`src/hdl/ttw_pkg.sv`:
```
`timescale 1ns / 1ps
`default_nettype none

package ttw_pkg;

    localparam int COLUMNS     = 80;
    localparam int ROWS        = 25;
    localparam int CELL_COUNT  = COLUMNS * ROWS;

    localparam int CMD_W       = 2;
    localparam int CHAR_W      = 8;
    localparam int ATTR_W      = 8;
    localparam int COL_W       = 7;
    localparam int ROW_W       = 5;
    localparam int ADDR_W      = 11;
    localparam int CELL_W      = 16;

    localparam int QUEUE_DEPTH = 2;

    localparam logic [CMD_W-1:0]  CMD_PUT      = 2'd0;
    localparam logic [CMD_W-1:0]  CMD_CLEAR    = 2'd1;
    localparam logic [CMD_W-1:0]  CMD_READ     = 2'd2;
    localparam logic [CHAR_W-1:0] NEWLINE_CODE = 8'd10;

    typedef enum logic [1:0] {
        OP_NONE,
        OP_PUT,
        OP_CLEAR,
        OP_READ
    } t_op_kind;

    typedef struct packed {
        t_op_kind            kind;
        logic                do_write;
        logic [ADDR_W-1:0]   wr_addr;
        logic [CELL_W-1:0]   wr_data;
        logic                do_scroll;
        logic [ADDR_W-1:0]   rd_addr;
        logic                rd_ok;
        logic [COL_W-1:0]    col;
        logic [ROW_W-1:0]    row;
        logic [ADDR_W-1:0]   offset;
    } t_op;

endpackage

`default_nettype wire

```
`src/hdl/ttw_front.sv`:
```
`timescale 1ns / 1ps
`default_nettype none

module ttw_front (
    input  wire logic                          i_clk,
    input  wire logic                          i_rst_n,
    input  wire logic                          i_in_valid,
    output logic                               o_in_stall,
    input  wire logic [ttw_pkg::CMD_W-1:0]     i_command,
    input  wire logic [ttw_pkg::CHAR_W-1:0]    i_char_code,
    input  wire logic [ttw_pkg::ATTR_W-1:0]    i_attribute,
    input  wire logic [ttw_pkg::ADDR_W-1:0]    i_cell_address,
    input  wire logic                          i_init_done,
    input  wire logic                          i_q_full,
    output logic                               o_push,
    output ttw_pkg::t_op                       o_op
);

    localparam int AW = ttw_pkg::ADDR_W;
    localparam int CW = ttw_pkg::COL_W;
    localparam int RW = ttw_pkg::ROW_W;

    logic [CW-1:0] r_col, n_col;
    logic [RW-1:0] r_row, n_row;
    logic          accept;
    logic          wrap;
    logic [AW-1:0] cur_off;

    assign o_in_stall = !i_init_done || i_q_full;
    assign accept     = i_in_valid && !o_in_stall;
    assign o_push     = accept;
    assign cur_off    = AW'(AW'(r_row) * AW'(ttw_pkg::COLUMNS)) + AW'(r_col);

    always_comb begin
        n_col          = r_col;
        n_row          = r_row;
        wrap           = 1'b0;
        o_op           = '0;
        o_op.kind      = ttw_pkg::OP_NONE;
        o_op.wr_addr   = cur_off;
        o_op.wr_data   = {i_attribute, i_char_code};
        o_op.rd_addr   = i_cell_address;
        o_op.rd_ok     = i_cell_address < AW'(ttw_pkg::CELL_COUNT);
        case (i_command)
            ttw_pkg::CMD_PUT: begin
                o_op.kind = ttw_pkg::OP_PUT;
                if (i_char_code == ttw_pkg::NEWLINE_CODE) begin
                    wrap = 1'b1;
                end else begin
                    o_op.do_write = 1'b1;
                    if (r_col == CW'(ttw_pkg::COLUMNS - 1)) begin
                        wrap = 1'b1;
                    end else begin
                        n_col = r_col + CW'(1);
                    end
                end
                if (wrap) begin
                    n_col = '0;
                    if (r_row >= RW'(ttw_pkg::ROWS - 3)) begin
                        o_op.do_scroll = 1'b1;
                    end else begin
                        n_row = r_row + RW'(1);
                    end
                end
            end
            ttw_pkg::CMD_CLEAR: o_op.kind = ttw_pkg::OP_CLEAR;
            ttw_pkg::CMD_READ:  o_op.kind = ttw_pkg::OP_READ;
            default:            o_op.kind = ttw_pkg::OP_NONE;
        endcase
        o_op.col    = n_col;
        o_op.row    = n_row;
        o_op.offset = AW'(AW'(n_row) * AW'(ttw_pkg::COLUMNS)) + AW'(n_col);
    end

    always_ff @(posedge i_clk) begin
        if (!i_rst_n) begin
            r_col <= '0;
            r_row <= '0;
        end else if (accept) begin
            r_col <= n_col;
            r_row <= n_row;
        end
    end

endmodule

`default_nettype wire

```
`config.mk`:
```
export PLATFORM = sky130hd
export DESIGN_NAME = ttw_front
export DESIGN_NICKNAME = d
export VERILOG_FILES = /design/src/hdl/ttw_pkg.sv /design/src/hdl/ttw_front.sv
export SDC_FILE = /design/constraint.sdc
export NUM_CORES = 1
export LEC_CHECK = 0
export BUFFER_PORTS_ARGS = -buffer_cell sky130_fd_sc_hd__buf_2
export CAP_MARGIN = 20
export CORE_ASPECT_RATIO = 0.8
export CORE_MARGIN = 2
export CORE_UTILIZATION = 48
export DETAILED_ROUTE_END_ITERATION = 8
export GPL_TIMING_DRIVEN = 0
export PLACE_DENSITY = 0.86
export SYNTH_ARGS = -nofsm -noshare
export SYNTH_HDL_FRONTEND = slang
export SYNTH_SLANG_ARGS = --single-unit
```
`constraint.sdc`:
```
create_clock -name i_clk -period 12.4 [get_ports i_clk]
set_input_delay 1.86 -clock i_clk [delete_from_list [all_inputs] [get_ports i_clk]]
set_output_delay 1.86 -clock i_clk [all_outputs]
set_load 0.01 [all_outputs]
```
==> impl.org <==
** Placed design
- Area after DPL :: 2270 sq um
- Summed over all nets, the half-perimeter wirelength after detailed placement is 3490 microns.
- Buffers placed on the I/O ports in this run total 89.
- Routability cong. :: 0.810

** Layout
- Once layout is complete, the utilization of the core stands at 0.662.
- Share of cells above drive strength 1 :: 0.437
- The area growth from synthesis to layout is 30.4%.
- For this run, the post-layout net count is ~370.
- Once layout is done, the placed cells without fillers occupy 2310 sq um.
- The repair_antennas step left the layout with diodes totalling 0.

** Synth
- Synthesized Nets :: 278
- Synthesis produced a netlist whose cell count is 217.
- Synthesis instantiated 47 different standard cells from the library.
- Number of flops mapped to enable cells by yosys :: 0
- Yosys warning count :: 0
- For this run, the leading register cell type out of synthesis is dfxtp_1.
- The share of synthesized area in the top cell type comes to 0.162.
- Mean area per synthesized cell :: 8.18 sq um
- Most repeated cell in the gate-level netlist after synthesis :: buf_4
- Post-synthesis cell area :: 1770 sq um
- Top post-synthesis cells by area :: ha_1 16%, buf_4 15%, dfxtp_1 14%
- Register area share after synthesis :: 0.135
- ha_1 takes more of the synthesized area than any other cell.
- Number of storage elements in the synthesis netlist :: 12
- Async SR Flop Fraction :: 0
- Top cell types by occurrence after synthesis :: 35 x buf_4, 23 x ha_1, 16 x nand2_1

** Setup path
- For this run, the slowest stage of the critical path takes 0.56 ns.
- Slowest CP cell :: or4_4
- CP startpoint kind :: input port
- Launch instance of the worst register-to-register path :: r_col[0]
- R2r endpoint :: r_col[4]
- Worst Setup Path Type :: in2out
- CP endpoint kind :: output pin
- Of all nets on the critical path, the largest fanout is 9.
- Worst reg2reg setup slack :: 10.23 ns
- The worst register-to-register path has a depth of 7.
- Required time at the worst-slack endpoint :: between 10 and 15 ns
- Critical path arrival :: roughly 5.7 ns
- Cell-by-cell listing of the critical path :: buf_2, or4_4, nor2_8, o21a_1, nand2_1, mux2i_1, ha_1, ha_1, fa_1, nand3_1, mux2_2, o32ai_1, xor2_1, buf_2
- Tracing the worst setup path back leads to its startpoint at i_char_code[7].

** Clock network
- Buffers inserted to repair hold after CTS numbered 0.
- Library cell used as clock root buffer :: clkbuf_8
- In this run the number of H-tree levels came out at 1.
- After clock tree synthesis, the clock-pin slew on the worst setup and hold paths is 0.05 ns.
- Number of buffers on the longest clock path :: 2
- Setup Fix Bufs, Post-CTS :: 0
- Clock insertion delay at the later pin of the skew report :: 0.24 ns
- After clock tree synthesis, the repair step resized 0 gates.
- Clock tree from TritonCTS :: done
- Buffers inserted during clock tree synthesis total 3.
- Counting every sink on the clock net gives 12.

** Floorplan
- For this configuration, the core starts out at a cell density of 0.508.
- The floorplan step defined a die boundary enclosing 4200 sq um.
- Chip Height :: 58.4 microns
- Horizontal die dimension :: 72.0 microns
- I/O Pins :: ~100
- Core region area :: roughly 3500 sq um
- After floorplanning, the core was divided into 19 placement rows.

** Route
- Count of antenna-violating nets left after detailed routing :: 0
- Number of iterations in the first detailed-routing pass :: 4
- For this block, the via count after detailed routing is 1822.
- WL/cell :: 11.7 microns
- The first routing iteration left 90 violations.
- Post-DR vias/cell :: around 5.2
- Routed Wire Length :: 4100 microns
- DR DRC count :: 0

** Timing
- Hold violation count in the final report :: 0
- Min Tclk post-route :: 7.60 ns
- The clock arrives with between 0.005 and 0.006 ns of skew.
- Number of setup violations in the final report :: 0
- Dividing the final minimum period by the clock period gives 0.613.
- The final count of pins violating max slew was 0.
- For the pin with the worst max-slew slack, the measured transition is 0.606 ns.
- Headroom to the max-slew limit came out at 0.585.
- Fmax achieved :: 0.132 GHz
- Setup repair after global routing left no endpoint under its margin.
- Setup_tns :: 0 ns

** Power
- After layout, the design draws a total of 0.0984 mW.
- Of the total power, combinational logic draws 0.251.
- Of the total power, the share spent switching nets is 0.250.
- Max VDD drop :: 0.0526 mV
- Of the total power, the clock network draws 0.355.
- Internal power consumption :: 0.0738 mW
- The analysis attributes to net switching a power of 0.0246 mW.
- Portion of total power attributed to sequential cells :: 0.394
- Static power due to leakage :: 1.33 nW
- Pwr/cell area :: 42.5 nW/um^2

** Status
- Result of the run :: finished clean

** GRT
- The first global-routing pass estimated 6670 microns of wire.
- For this run, the total global-route usage over all layers was measured as 0.194.
- Largest net degree at the start of global routing :: 11
- The via count of the first global-routing pass came to 1504.
- Congestion Overflow GR :: 0
- The number of antenna violations at the first check in global routing is 0.

** Min path
- End point of the worst hold path :: r_col[1]
- The worst hold path was traced through 2 stages.
- In this run the most critical hold path is launched from r_col[1].
- Path type of the worst min-delay path :: reg2reg

** Flow run
- Max cap viols :: 0
[stage by stage]
stage / cells / setup slack [ns] / hold WS [ns]
2_1_floorplan: 217 / 5.18 / 0.486
3_3_place_gp: 348 / 4.89 / 0.505
3_5_place_dp: 348 / 4.80 / 0.508
4_1_cts: 351 / 4.80 / 0.515
5_1_grt: 351 / 4.53 / 0.548
6_report: 351 / 4.80 / 0.512
[layout by cell type, fill, tap and decap left out, types with 4 or more instances in the layout]
master    n
dfxtp_1  12
nand3_1   5
a21o_1    4
buf_4    35
nor2_1   15
xnor2_1  13
fa_1      4
o21ai_0   6
xor2_1    9
nand2_1  16
inv_1    14
a21oi_1   6
ha_1     23
buf_2    90
nor2b_1   4
[cells by family after synthesis]
| kind of cell | Yosys count | share of synthesized area |
|---|---|---|
| AOI/OAI and AO/OA | 37 | 0.148 |
| xor gates and xnor gates | 22 | 0.109 |
| adders and majority gates | 27 | 0.207 |
| buffers and inverters | 52 | 0.185 |
| DFF | 12 | 0.135 |
| muxes | 4 | 0.0233 |
| and+or+nand+nor | 63 | 0.193 |
[registers in the layout, summed over array words and instances, names as in the netlist]
name	flops
r_row	5
r_col	7
[power by group through the flow]
stage	clock network [mW]	registers, mW	logic [mW]
5_1_grt	0.0368	0.0388	0.0268
3_3_place_gp	0	0.0396	0.0242
2_1_floorplan	0	0.0396	0.0144
6_report	0.0349	0.0388	0.0247
4_1_cts	0.0353	0.0388	0.0248
3_5_place_dp	0	0.0396	0.0248
[worst max-delay path by stage]
stage,cells after the start,slack [ns],to
6_report,14,4.80,o_op[10]
4_1_cts,14,4.80,o_op[10]
2_1_floorplan,12,5.18,o_op[10]
3_3_place_gp,14,4.89,o_op[10]
3_5_place_dp,14,4.80,o_op[10]
5_1_grt,14,4.53,o_op[10]
[critical path: cells and delay by family]
kind                     cells  cell delay [ns]
AO/OA/AOI/OAI                2             0.60
XOR/XNOR                     1             0.16
adder cells (fa/ha/maj)      3             1.06
buffers and inverters        2             0.25
multiplexers                 2             0.73
AND/OR/NAND/NOR              4             1.06
[final cells by class]
cell class | count | area (sq um)
plain buffers | 38 | 275
clock buffers | 3 | 41.3
fillers | 310 | 1180
inverters | 14 | 52.6
multi-input cells | 153 | 1210
flip-flops and latches | 12 | 240
well taps | 42 | 52.6
repair buffers | 89 | 445
[per-layer routing]
| layer | share of wire | up-vias | wire (microns) | global-route usage |
|---|---|---|---|---|
| li1 | - | 903 | - | - |
| met1 | 0.42 | 842 | 1730 | 0.255 |
| met2 | 0.49 | 73 | 2020 | 0.341 |
| met3 | 0.081 | 4 | 333 | 0.0411 |
| met4 | 0.0046 | 0 | 19 | 0.0216 |
| met5 | 0 | - | 0 | 0 |
Power figures use the tool's default switching activity.
