===== src/hdl/ttw_pkg.sv =====
`timescale 1ns / 1ps
`default_nettype none

package ttw_pkg;

    localparam int COLUMNS     = 80;
    localparam int ROWS        = 25;
    localparam int CELL_COUNT  = COLUMNS * ROWS;

    localparam int CMD_W       = 2;
    localparam int CHAR_W      = 8;
    localparam int ATTR_W      = 8;
    localparam int COL_W       = 7;
    localparam int ROW_W       = 5;
    localparam int ADDR_W      = 11;
    localparam int CELL_W      = 16;

    localparam int QUEUE_DEPTH = 2;

    localparam logic [CMD_W-1:0]  CMD_PUT      = 2'd0;
    localparam logic [CMD_W-1:0]  CMD_CLEAR    = 2'd1;
    localparam logic [CMD_W-1:0]  CMD_READ     = 2'd2;
    localparam logic [CHAR_W-1:0] NEWLINE_CODE = 8'd10;

    typedef enum logic [1:0] {
        OP_NONE,
        OP_PUT,
        OP_CLEAR,
        OP_READ
    } t_op_kind;

    typedef struct packed {
        t_op_kind            kind;
        logic                do_write;
        logic [ADDR_W-1:0]   wr_addr;
        logic [CELL_W-1:0]   wr_data;
        logic                do_scroll;
        logic [ADDR_W-1:0]   rd_addr;
        logic                rd_ok;
        logic [COL_W-1:0]    col;
        logic [ROW_W-1:0]    row;
        logic [ADDR_W-1:0]   offset;
    } t_op;

endpackage

`default_nettype wire


===== src/hdl/ttw_queue.sv =====
`timescale 1ns / 1ps
`default_nettype none

module ttw_queue (
    input  wire logic         i_clk,
    input  wire logic         i_rst_n,
    input  wire logic         i_push,
    input  wire ttw_pkg::t_op i_op,
    input  wire logic         i_pop,
    output ttw_pkg::t_op      o_head,
    output logic              o_full,
    output logic              o_empty
);

    localparam int DEPTH = ttw_pkg::QUEUE_DEPTH;
    localparam int PW    = $clog2(DEPTH);
    localparam int NW    = $clog2(DEPTH + 1);

    ttw_pkg::t_op  r_mem [DEPTH];
    logic [PW-1:0] r_wr_ptr;
    logic [PW-1:0] r_rd_ptr;
    logic [NW-1:0] r_count;
    logic          do_push;
    logic          do_pop;

    assign o_full  = r_count == NW'(DEPTH);
    assign o_empty = r_count == '0;
    assign o_head  = r_mem[r_rd_ptr];
    assign do_push = i_push && !o_full;
    assign do_pop  = i_pop && !o_empty;

    always_ff @(posedge i_clk) begin
        if (do_push) begin
            r_mem[r_wr_ptr] <= i_op;
        end
        if (!i_rst_n) begin
            r_wr_ptr <= '0;
            r_rd_ptr <= '0;
            r_count  <= '0;
        end else begin
            if (do_push) begin
                r_wr_ptr <= (r_wr_ptr == PW'(DEPTH - 1)) ? '0 : r_wr_ptr + PW'(1);
            end
            if (do_pop) begin
                r_rd_ptr <= (r_rd_ptr == PW'(DEPTH - 1)) ? '0 : r_rd_ptr + PW'(1);
            end
            case ({do_push, do_pop})
                2'b10:   r_count <= r_count + NW'(1);
                2'b01:   r_count <= r_count - NW'(1);
                default: r_count <= r_count;
            endcase
        end
    end

endmodule

`default_nettype wire


===== config.mk =====
export PLATFORM = sky130hd
export DESIGN_NAME = ttw_queue
export DESIGN_NICKNAME = d
export VERILOG_FILES = /design/src/hdl/ttw_pkg.sv /design/src/hdl/ttw_queue.sv
export SDC_FILE = /design/constraint.sdc
export NUM_CORES = 1
export LEC_CHECK = 0
export BUFFER_PORTS_ARGS = -buffer_cell sky130_fd_sc_hd__buf_2
export CELL_PAD_IN_SITES_DETAIL_PLACEMENT = 0
export CELL_PAD_IN_SITES_GLOBAL_PLACEMENT = 1
export CORE_MARGIN = 3
export CORE_UTILIZATION = 47
export CTS_BUF_LIST = sky130_fd_sc_hd__clkbuf_16
export DETAILED_ROUTE_END_ITERATION = 12
export PLACE_DENSITY = 0.84
export SYNTH_ARGS = -nofsm -noshare
export SYNTH_HDL_FRONTEND = slang
export SYNTH_SLANG_ARGS = --single-unit

===== constraint.sdc =====
create_clock -name i_clk -period 6.72 [get_ports i_clk]
set_input_delay 0.336 -clock i_clk [delete_from_list [all_inputs] [get_ports i_clk]]
set_output_delay 0.336 -clock i_clk [all_outputs]
set_load 0.01 [all_outputs]

==> results of run 1 <==
==> worst max-delay path: cells and delay by family, from the launching register on <==
| family | cells | cell delay (ns) |
|---|---|---|
| buf+inv | 2 | 0.62 |
| flops | 1 | 0.99 |
| mux | 1 | 0.39 |
==> cell usage after synthesis <==
| library cell | count | share of area [%] |
|---|---|---|
| a21boi_1 | 2 | 0.30 |
| and3_1 | 1 | 0.13 |
| inv_1 | 2 | 0.15 |
| buf_2 | 7 | 0.70 |
| nor2_1 | 1 | 0.075 |
| xnor2_1 | 3 | 0.53 |
| nand2_1 | 1 | 0.075 |
| and2_1 | 1 | 0.13 |
| nand2b_2 | 1 | 0.18 |
| dfxtp_1 | 5 | 2.0 |
| nor2b_1 | 2 | 0.25 |
| or3_1 | 2 | 0.25 |
| inv_2 | 1 | 0.075 |
| o21ai_0 | 2 | 0.20 |
| ha_1 | 1 | 0.25 |
| o21a_1 | 1 | 0.15 |
| mux2_2 | 66 | 15 |
| edfxtp_1 | 132 | 80 |
==> report_power, final <==
| part | total (W) | internal (W) | switching (W) |
|---|---|---|---|
| clock network | 0.000894 | 0.000575 | 0.000318 |
| registers | 0.00115 | 0.00108 | 0.0000667 |
| logic | 0.000563 | 0.000282 | 0.000280 |
==> cell families after synthesis <==
family,Yosys count,synth area share [%]
adder cells (fa/ha/maj),1,0.251
AO/OA/AOI/OAI,5,0.653
buffers and inverters,10,0.930
flip-flops,137,81.6
AND/OR/NAND/NOR,9,1.08
XOR/XNOR,3,0.528
multiplexers,66,14.9
==> layer usage <==
| layer | routed length [microns] | share of wire [%] |
|---|---|---|
| met5 | 0 | 0 |
| met2 | 4160 | 48 |
| met3 | 778 | 9.1 |
| met4 | 50 | 0.58 |
| met1 | 3600 | 42 |
==> flip-flops by register name, summed over array words and instances, names as in the netlist, named ones only <==
register,cells
r_count,2
r_mem,132
r_wr_ptr,1
r_rd_ptr,1
==> final timing paths <==
path | slack (ns) | to | depth (start not counted)
setup / recovery | 3.97 | o_head[15] | 3
hold reg to reg | 0.50 | r_wr_ptr | 2
setup reg to reg | 4.33 | r_mem[0][29] | 5
hold / removal | 0.12 | r_mem[0][63] | 1
==> per-stage QoR <==
step / util, % / hold WS [ns] / cell area (sq um)
6_report: 63.7 / 0.118 / 6400
4_1_cts: 63.7 / 0.100 / 6400
5_1_grt: 63.7 / 0.0943 / 6400
3_5_place_dp: 57.9 / 0.500 / 5820
3_3_place_gp: 57.9 / 0.472 / 5820
2_1_floorplan: - / 0.435 / 4980
==> cell type report <==
type                            count  area, sq um
Tap cell                          133          166
Sequential cell                   137         4070
Timing Repair Buffer              140          708
Inverter                            3         11.3
Fill cell                         735         3640
Clock buffer                       17          425
Clock inverter                     13          155
Multi-Input combinational cell     84          870
==> flow_summary_export.csv, run 1 <==
group,metric,value,unit
worst_hold_path,min-delay-start,"i_op[63]",
cells_and_area,final_cell_mix,"buf_2 (137), edfxtp_1 (132), mux2_2 (66)",
synth,avgSynthCellArea,21.6,sq um
cts,clock_path_buffers,2,
setup_path,worstPathCellList,"buf_4 > mux2_2 > buf_2",
global_routing,groute.layer.met2.usage,24.4,%
timing,setup_ws,3.97,ns
synth,syn_area,4980,sq um
setup_path,critical_path.startpoint_type,"register",
timing,fmax,0.364,GHz
pwr,max-vdd-ir-drop,178,uV
synth,ys_seq_elements,137,
global_routing,grt_pass1_wl,12900,microns
die,rows,36,
cts,cts_setup_buffers,0,
route,drtAntennaViolNets,0,
cells_and_area,layout_commonest_cell,"buf_2",
die,ioPinCount,138,
setup_path,cp_slowest_cell,"dfxtp_2",
worst_hold_path,hold_class,"input pin to register",
setup_path,critPathRequiredTime,6.38,ns
cells_and_area,layout.nets,454,
timing,setup_tns,0,ns
setup_path,slowest_delay,0.99,ns
placement,port_buffers,137,
setup_path,end_kind,"output pin",
route,viasPerCell,4.89,
die,design.core.area,10000,sq um
cts,clock_insertion_delay_worst_skew,0.40,ns
synth,yosys_warnings,0,
route,drt_wl_total,8590,microns
timing,period_minus_slack,2.75,ns
global_routing,grt_util_met1,18.0,%
die,die-width,109,microns
global_routing,grt_pass1_vias,2670,
synth,synth_nets,302,
placement,dpl_worst_slack,4.29,ns
pwr,power,0.00260,W
timing,slew_headroom,33.7,%
run,drv_cap,0,
placement,dp.cells,497,
outcome,status,"complete, no violations",
synth,synth_seq_area_share,81.6,%
die,start_util,49.6,%
setup_path,crit_path_max_fanout,41,
synth,synth_cells,231,
setup_path,crit_type,"register to output pin",
cells_and_area,final_layout_size_suffix_gt1_share,60.7,%
pwr,p_per_area,407,nW/um^2
placement,gp_congestion,0.672,
route,via_count,2575,
timing,drv_slew,0,
die,dieArea,11900,sq um
global_routing,busiest_layer,"met2",
timing,setup_viol_count_final,0,
cts,cts_root_buffer,"clkbuf_16",
global_routing,grt_usage,15.1,%
cts,cts_sinks,137,
global_routing,antenna_found_initial,0,
cts,cts_resized,0,
cts,cts_tree,"built",
timing,hold_violations,0,
cells_and_area,area_growth,28.6,%
cts,numCtsBuffers,17,
cells_and_area,instances_no_fill,527,
die,chipHeight,109,microns
cells_and_area,diodes,0,
placement,dp_hpwl,5640,microns
cts,htree_levels,4,
setup_path,arrival,2.41,ns
route,wl_per_cell,16.3,microns
route,drc,0,
setup_path,r2r-start,"r_count[0]",
global_routing,use_met3,6.63,%
timing,post-route-period-util,40.9,%
route,first_pass_iters,4,
synth,synth_cell_type_count,18,
timing,worst_pin_slew,0.994,ns
timing,finClkSkew,0.00366,ns
global_routing,gr-total-overflow,0,
timing,rsz0062_at_grt,"false",
pwr,p_leak,2.41,nW
cts,ctsHoldBuffers,0,
global_routing,grt_max_degree,42,
route,drt-initial-drc-count,94,
cts,clk_pin_slew,0.05,ns
Note: power is estimated with default switching activity, not from simulation.
==> run 2, diff against run 1 <==
--- a/config.mk
+++ b/config.mk
@@ -9,10 +9,10 @@
 export CELL_PAD_IN_SITES_DETAIL_PLACEMENT = 0
 export CELL_PAD_IN_SITES_GLOBAL_PLACEMENT = 1
 export CORE_MARGIN = 3
-export CORE_UTILIZATION = 47
+export CORE_UTILIZATION = 43
 export CTS_BUF_LIST = sky130_fd_sc_hd__clkbuf_16
 export DETAILED_ROUTE_END_ITERATION = 12
-export PLACE_DENSITY = 0.84
+export PLACE_DENSITY = 0.78
 export SYNTH_ARGS = -nofsm -noshare
 export SYNTH_HDL_FRONTEND = slang
 export SYNTH_SLANG_ARGS = --single-unit
==> constraint.sdc (replaced) <==
create_clock -name i_clk -period 2.75 [get_ports i_clk]
set_input_delay 0.1375 -clock i_clk [delete_from_list [all_inputs] [get_ports i_clk]]
set_output_delay 0.1375 -clock i_clk [all_outputs]
set_load 0.01 [all_outputs]
==> run 2 against run 1 <==
  * Clock power rose to 2.5 times the previous value
  * Global-route usage rose by 0.42 points
  * Register-to-register slack got worse by 3.5 ns
  * Critical path type unchanged
==> flow_summary_export.csv, run 2 (synthesis results as in run 1) <==
group,metric,value,unit
setup_path,rr_worst_depth,5,
cts,cts_root_buffer,"clkbuf_16",
timing,fmax,0.485,GHz
timing,hold_violations,0,
setup_path,end_kind,"output pin",
route,wl_per_cell,15.8,microns
setup_path,crit_path_max_fanout,66,
setup_path,slowest_delay,0.93,ns
die,start_util,44.9,%
cells_and_area,largestRegisters,"r_mem: 132 flops, r_count: 2 flops",
setup_path,arrival,1.93,ns
global_routing,grt_pass1_vias,3078,
timing,post-route-period-util,75.0,%
cells_and_area,layout_commonest_cell,"buf_2",
cts,htree_levels,4,
cells_and_area,final_cell_mix,"buf_2 (137), edfxtp_1 (132), dlygate4sd3_1 (67)",
cts,cts_sinks,137,
die,design.core.area,11100,sq um
cells_and_area,seqCellArea,4070,sq um
pwr,max-vdd-ir-drop,560,uV
pwr,p_per_area,918,nW/um^2
timing,finClkSkew,0.00681,ns
global_routing,gr-total-overflow,0,
cts,cts_tree,"built",
worst_hold_path,hold_class,"input pin to register",
cts,numCtsBuffers,17,
setup_path,crit_type,"register to output pin",
setup_path,critical_path.startpoint_type,"register",
timing,drv_slew,0,
run,drv_cap,0,
route,route.met3.wl,659,microns
timing,setup_viol_count_final,0,
global_routing,grt_usage,15.5,%
placement,gp_congestion,0.688,
cts,clock_path_buffers,2,
route,wl_met2,4830,microns
cts,clock_insertion_delay_worst_skew,0.40,ns
timing,rsz0062_at_grt,"false",
route,top_layer_used,"met4",
timing,slew_headroom,41.1,%
die,ioPinCount,138,
cells_and_area,layout.nets,521,
placement,port_buffers,137,
route,first_pass_iters,4,
die,dieArea,12900,sq um
cells_and_area,largest_reg_flops,132,
route,drt_wl_total,9520,microns
cells_and_area,area_growth,42.8,%
route,wl_met1,3930,microns
route,drc,0,
setup_path,cp_slowest_cell,"dfxtp_4",
die,die-width,114,microns
pwr,p_leak,2.73,nW
cts,cts_resized,0,
worst_hold_path,whs_path_depth,4,
cells_and_area,final_layout_size_suffix_gt1_share,51.2,%
setup_path,critPathRequiredTime,2.61,ns
cts,clk_pin_slew,0.05,ns
timing,worst_pin_slew,0.884,ns
cells_and_area,diodes,0,
cells_and_area,regMostFlops,"r_mem",
route,drt-initial-drc-count,78,
global_routing,grt_max_degree,67,
outcome,status,"complete, no violations",
die,rows,38,
global_routing,antenna_found_initial,0,
timing,setup_tns,0,ns
cells_and_area,fin_util,64.2,%
global_routing,grt_pass1_wl,15100,microns
route,viasPerCell,4.69,
setup_path,worstPathCellList,"mux2_2 > buf_2",
cells_and_area,multi_input_area,873,sq um
route,via_count,2829,
route,drtAntennaViolNets,0,
pwr,power,0.00653,W
cells_and_area,fillCellCount,799,
die,chipHeight,114,microns
placement,dp_hpwl,5710,microns
timing,period_minus_slack,2.06,ns
[run 2: changes by cell type in the layout (fill, tap and decap cells not counted), sizes merged]
cell	before	now
clkinvlp	4	0
clkinv	5	7
inv	4	7
bufinv	3	4
dlygate4sd3	0	67
[run 2: layout make-up]
| type | count | area share (%) |
|---|---|---|
| timing repair buffer | 207 | 19.6 |
| inverter | 3 | 0.158 |
| clock buffer | 17 | 5.98 |
| sequential | 137 | 57.2 |
| tap | 140 | 2.46 |
| clock inverter | 15 | 2.36 |
| multi-input combinational | 84 | 12.3 |
[run 2: critical path: cells and delay by family (launching register included)]
| kind | cells | cell delay (ns) |
|---|---|---|
| buffers and inverters | 1 | 0.15 |
| multiplexers | 1 | 0.42 |
| flip-flops | 1 | 0.93 |
[run 2: metrics by stage]
| step | cells | hold WS [ns] | instance area [sq um] | setup WS [ns] |
|---|---|---|---|---|
| finish | 603 | 0.167 | 7110 | 0.687 |
| global route | 603 | 0.176 | 7110 | 0.555 |
| CTS | 603 | 0.140 | 7110 | 0.636 |
| detailed placement | 504 | 0.329 | 5850 | 0.846 |
| global placement | 504 | 0.325 | 5850 | 0.888 |
| floorplan | 231 | 0.236 | 4980 | 0.116 |
[run 2: worst paths after layout]
path                                     end  slack [ns]       start
worst min-delay path                r_wr_ptr        0.17      i_push
worst max register to register  r_mem[0][19]        0.84  r_count[0]
worst max-delay path              o_head[27]        0.69    register
worst min register to register      r_wr_ptr        0.51    r_wr_ptr
[run 2: power by group]
group	total (W)	internal, W	switching [W]
logic	0.00142	0.000758	0.000666
clock network	0.00224	0.00149	0.000757
registers	0.00286	0.00264	0.000217
[run 2: per-layer routing]
layer / GRT usage (%) / up-vias
met2: 25.7 / 109
met4: 6.33 / 0
met3: 5.15 / 7
li1: - / 1353
met1: 18.7 / 1360
met5: 0 / -
[run 2: timing repair]
item | CTS | global route
hold buffers | 67 | 0
endpoints found under the hold margin | 135 | 0
buffers inserted | 0 | 0
